## src/rtl/core/grp_pkg.sv

```systemverilog
`default_nettype none
// ----------------------------------------------------------------------------
// grp_pkg - shared types and constants of the guillotine rectangle packer
// Node record, opcodes, result codes, register indexes and the
// controller/datapath command and status bundles.
// ----------------------------------------------------------------------------
package grp_pkg;

   localparam int MAX_NODES = 256;
   localparam int IDX_W     = $clog2(MAX_NODES);
   localparam int CNT_W     = $clog2(MAX_NODES + 1);
   localparam int COORD_W   = 12;

   localparam logic [COORD_W-1:0] ATLAS_RESET = COORD_W'(700);

   typedef struct packed {
      logic [COORD_W-1:0] left;
      logic [COORD_W-1:0] top;
      logic [COORD_W-1:0] wide;
      logic [COORD_W-1:0] tall;
   } node_type;

   localparam node_type RESET_NODE = '{
      left: '0, top: '0, wide: ATLAS_RESET, tall: ATLAS_RESET
   };

   typedef enum logic {
      OP_PLACE = 1'b0,
      OP_CLEAR = 1'b1
   } opcode_type;

   typedef enum logic [1:0] {
      ST_PLACED  = 2'd0,
      ST_NO_FIT  = 2'd1,
      ST_FULL    = 2'd2,
      ST_CLEARED = 2'd3
   } status_type;

   typedef enum logic {
      CSR_ATLAS_WIDTH  = 1'b0,
      CSR_ATLAS_HEIGHT = 1'b1
   } csr_index_type;

   typedef enum logic [2:0] {
      S_IDLE,
      S_SCAN,
      S_SWAP,
      S_APPEND_A,
      S_APPEND_B
   } state_type;

   // commands from controller to datapath
   typedef struct packed {
      logic load;   // latch request, read newest node
      logic clear;  // reseed the store, answer cleared
      logic full;   // answer store full
      logic step;   // read next older node
      logic hit;    // latch fitting node
      logic nofit;  // answer no fit
      logic swap;   // move last node into the used slot
      logic app_a;  // append full-span piece on the larger leftover side
      logic app_b;  // append the other piece, answer placed
   } cmd_type;

   // status from datapath to controller
   typedef struct packed {
      logic store_full;
      logic fit;
      logic scan_last;
   } dp_stat_type;

endpackage
`default_nettype wire

```

## src/rtl/core/grp_ctrl.sv

```systemverilog
`default_nettype none
// ----------------------------------------------------------------------------
// grp_ctrl - packer sequencer
// Accepts requests, walks the node scan and orders the write-back of a
// placement: swap-remove, then two appends.
// ----------------------------------------------------------------------------
module grp_ctrl (
   input  wire logic                 clock,
   input  wire logic                 reset,
   input  wire logic                 start,
   input  wire logic                 req_opcode,
   input  wire grp_pkg::dp_stat_type stat,
   output grp_pkg::cmd_type          cmd,
   output logic                      busy
);
   import grp_pkg::*;

   state_type state_ff, state_in;

   always_ff @(posedge clock) begin
      if (reset) begin
         state_ff <= S_IDLE;
      end else begin
         state_ff <= state_in;
      end
   end

   always_comb begin
      state_in = state_ff;
      cmd      = '0;
      busy     = (state_ff != S_IDLE);
      unique case (state_ff)
         S_IDLE: begin
            if (start) begin
               if (req_opcode == OP_CLEAR) begin
                  cmd.clear = 1'b1;
               end else if (stat.store_full) begin
                  cmd.full = 1'b1;
               end else begin
                  cmd.load = 1'b1;
                  state_in = S_SCAN;
               end
            end
         end
         S_SCAN: begin
            if (stat.fit) begin
               cmd.hit  = 1'b1;
               state_in = S_SWAP;
            end else if (stat.scan_last) begin
               cmd.nofit = 1'b1;
               state_in  = S_IDLE;
            end else begin
               cmd.step = 1'b1;
            end
         end
         S_SWAP: begin
            cmd.swap = 1'b1;
            state_in = S_APPEND_A;
         end
         S_APPEND_A: begin
            cmd.app_a = 1'b1;
            state_in  = S_APPEND_B;
         end
         S_APPEND_B: begin
            cmd.app_b = 1'b1;
            state_in  = S_IDLE;
         end
         default: begin
            state_in = S_IDLE;
         end
      endcase
   end

   a_write_back_order: assert property (@(posedge clock) disable iff (reset)
      state_ff == S_SWAP |=> state_ff == S_APPEND_A ##1 state_ff == S_APPEND_B)
      else $error("write-back sequence broken");

   a_load_only_idle: assert property (@(posedge clock) disable iff (reset)
      (cmd.load || cmd.clear || cmd.full) |-> state_ff == S_IDLE)
      else $error("request taken while busy");

   a_hit_to_swap: assert property (@(posedge clock) disable iff (reset)
      cmd.hit |=> state_ff == S_SWAP)
      else $error("hit did not start write-back");

endmodule
`default_nettype wire

```

## config.mk

```make
export PLATFORM = sky130hd
export DESIGN_NAME = grp_ctrl
export DESIGN_NICKNAME = d
export VERILOG_FILES = /design/src/rtl/core/grp_pkg.sv /design/src/rtl/core/grp_ctrl.sv
export SDC_FILE = /design/constraint.sdc
export NUM_CORES = 1
export LEC_CHECK = 0
export BUFFER_PORTS_ARGS = -buffer_cell sky130_fd_sc_hd__buf_4
export CAP_MARGIN = 20
export CELL_PAD_IN_SITES_DETAIL_PLACEMENT = 1
export CELL_PAD_IN_SITES_GLOBAL_PLACEMENT = 1
export CORE_AREA = 2 2 39 41
export CTS_CLUSTER_DIAMETER = 150
export DETAILED_ROUTE_END_ITERATION = 12
export DIE_AREA = 0 0 41 43
export PLACE_DENSITY = 0.52
export SLEW_MARGIN = 15
export SYNTH_ARGS = -nofsm -noshare
export SYNTH_HDL_FRONTEND = slang
export SYNTH_SLANG_ARGS = --single-unit
export TNS_END_PERCENT = 1
```

## constraint.sdc

```tcl
create_clock -name clock -period 1.8 [get_ports clock]
set_clock_uncertainty 0.15 [all_clocks]
set_input_delay 0.09 -clock clock [delete_from_list [all_inputs] [get_ports clock]]
set_output_delay 0.09 -clock clock [all_outputs]
set_load 0.05 [all_outputs]
```

==> metrics.md <==
| Metric | Value |
|---|---|
| Residual DRC | `0` |
| Max stage delay cell, worst path | `dlygate4sd3_1` |
| Seq cells post-synth | `3` |
| Delay of the slowest critical-path stage | `530 ps` |
| Final Util | `0.286` |
| Clock Tree Root | `clkbuf_4` |
| Cell family with most CP delay | `buffers and inverters` |
| Tcrit/Tclk final | `0.966` |
| Fin Setup TNS | `0 ps` |
| Die width | `41 um` |
| Largest net degree at the start of global routing | `8` |
| DR vias | `267` |
| GP Congestion | `0.711` |
| CP most frequent cell | `buf_4` |
| Gr ovfl total | `0` |
| Cells after DPL | `56` |
| Wire per inst | `10.6 um` |
| Synth async-reset ratio | `0` |
| Port bufs | `16` |
| MaxCap Viol Count | `0` |
| Worst setup SP type | `input pin` |
| First drt pass iteration count | `2` |
| I/O pin cnt | `17` |
| CP bufs+invs | `4` |
| Biggest register | `state_ff` |
| H-tree levels | `1` |
| Global-route usage over all layers | `0.0882` |
| Final setup violation count | `0` |
| Max FFs per register | `3` |
| Share of layout cells above drive strength 1 | `0.565` |
| Total Wirelength | `656 um` |
| Status | `finished with violations` |
| Maximum clock frequency | `0.575 GHz` |
| Detailed placement HPWL | `518 um` |
| CTS max path bufs | `2` |
| Multi-input combinational cell area | `136 um2` |
| Drt initial violations | `1` |
| Yosys warns | `0` |
| Data arrival time of the worst path | `1500 ps` |
| Required time worst endpoint | `1560 ps` |
| Biggest regs | `state_ff: 3 flops` |
| Post-CTS setup buffer count | `0` |
| Most common cell after layout, fill and taps aside | `buf_4` |
| Row Count | `14` |
| Critical Path Sink Type | `output pin` |
| Starting Density | `0.142` |
| Storage element area | `61.3 um2` |
| Critical path class | `input pin to output pin` |
| Maximum vdd drop | `0.257 mV` |
| Hold Fails Final Rpt | `1` |
| DRT antenna net count | `0` |
| Ant diodes | `0` |
| Die area | `1760 um2` |
| Fillcell total | `182` |
| Failing checks | `hold timing` |
| Antenna violations before repair | `0` |
| Synth-to-Final Area Change | `101%` |
| Min Tclk post-route | `1740 ps` |
| Cell area after synthesis | `196 um2` |
| Register area share after synthesis | `0.306` |
| Max Slew Vio Count | `0` |
| Post-Syn Instances | `24` |
| Mapped Avg Cell Area | `8.18 um2` |
| Core Box Area | `1380 um2` |
| CTS tree | `yes` |
| Synth cell types | `13` |
| Layout Cells excl Fill | `62` |
| Worst hold-check path type | `input pin to flop` |
| Vias in the first global route | `275` |
| Commonest register cell after synthesis | `dfxtp_1` |
| Pwr dens | `676 nW/um2` |
| Die span in y | `43 um` |
| Net Count, Synth | `31` |
| Leak | `0.186 nW` |
| Hold WS | `-0.902 ps` |
| Critical path cell sequence | `dlygate4sd3_1, buf_4, or4_4, inv_1, buf_4` |
| Worst-Skew Late Latency | `240 ps` |
| EDFF count, synth | `0` |
| DR vias/cell | `4.31` |
| Critical path peak fanout | `2` |
| CTS Buf Count | `3` |
| Worst-margin pin slew | `272 ps` |
| Most frequent cells in the layout | `16 x buf_4, 4 x nor3b_1, 3 x inv_1, 3 x nor3_1, 3 x clkbuf_4` |
| Nets | `54` |
| Normalized max-slew margin | `0.819` |
| RSZ-0062 raised after global routing | `no` |
| Worst-path clk slew | `40 ps` |
| First-pass GRT wire length | `1020 um` |
| Clk sinks | `3` |
==> through the flow <==
| step | instance area (um2) | worst slack (ps) | total power [mW] | hold WS (ps) |
|---|---|---|---|---|
| 2_1_floorplan | 203 | -355 | 0.116 | 2.44 |
| 3_5_place_dp | 343 | 342 | 0.144 | 117 |
| 4_1_cts | 389 | 56.4 | 0.273 | 2.33 |
| 5_1_grt | 395 | 23.5 | 0.285 | 0.119 |
| 3_3_place_gp | 343 | 379 | 0.143 | 122 |
| 6_report | 395 | 61.1 | 0.267 | -0.902 |
==> where the power goes <==
part	internal (mW)	total (mW)	leakage, nW	switching (mW)
logic	0.0298	0.0742	0.146	0.0445
clock network	0.0832	0.120	0.0150	0.0365
registers	0.0691	0.0731	0.0248	0.00404
==> synth_stat cells (all sizes together), types with 2 or more instances <==
library cell / count / area share
nor3b: 4 / 0.15
inv: 3 / 0.057
nor3: 4 / 0.10
nor2: 2 / 0.038
dfxtp: 3 / 0.31
==> worst paths after layout <==
| path | start | to | slack, ps | cells past startpoint |
|---|---|---|---|---|
| max reg2reg | state_ff[2] | state_ff[0] | 520 | 3 |
| max | stat[0] | cmd[5] | 60 | 5 |
| min reg2reg | state_ff[0] | state_ff[2] | 400 | 2 |
| min | stat[1] | state_ff[0] | -0.9 | 3 |
==> worst reg2reg max path: cells and delay by family, from the launching register on <==
kind / cells / cell delay [ps]
flops: 1 / 350
simple gates: 2 / 610
compound gates: 1 / 120
==> metal layers <==
layer | vias to the layer above | part of all wire | global-route usage
met3 | 0 | 0.12 | 0.0157
met5 | - | 0 | 0
met4 | 0 | 0 | 0.100
met2 | 13 | 0.50 | 0.131
met1 | 124 | 0.39 | 0.0895
li1 | 130 | - | -
==> cell families (layout without fill, tap and decap cells) <==
logic type,count (synthesis),in the layout,share of synthesized area
simple gates,15,15,0.516
compound gates,3,3,0.121
flops,3,3,0.306
buf+inv,3,25,0.0573
==> area by class of cell <==
class / instances / share of cell area
multi-input combinational: 18 / 0.345
inverter: 3 / 0.0285
timing repair buffer: 18 / 0.354
tap: 16 / 0.0506
sequential: 3 / 0.155
clock buffer: 4 / 0.0665
==> repair_timing <==
item                                   CTS  global route
gates resized for setup                  0             2
hold buffers                             2             0
setup endpoints to repair                0             1
endpoints found under the hold margin    3             0
No activity file was read; power rests on OpenSTA's default activity.
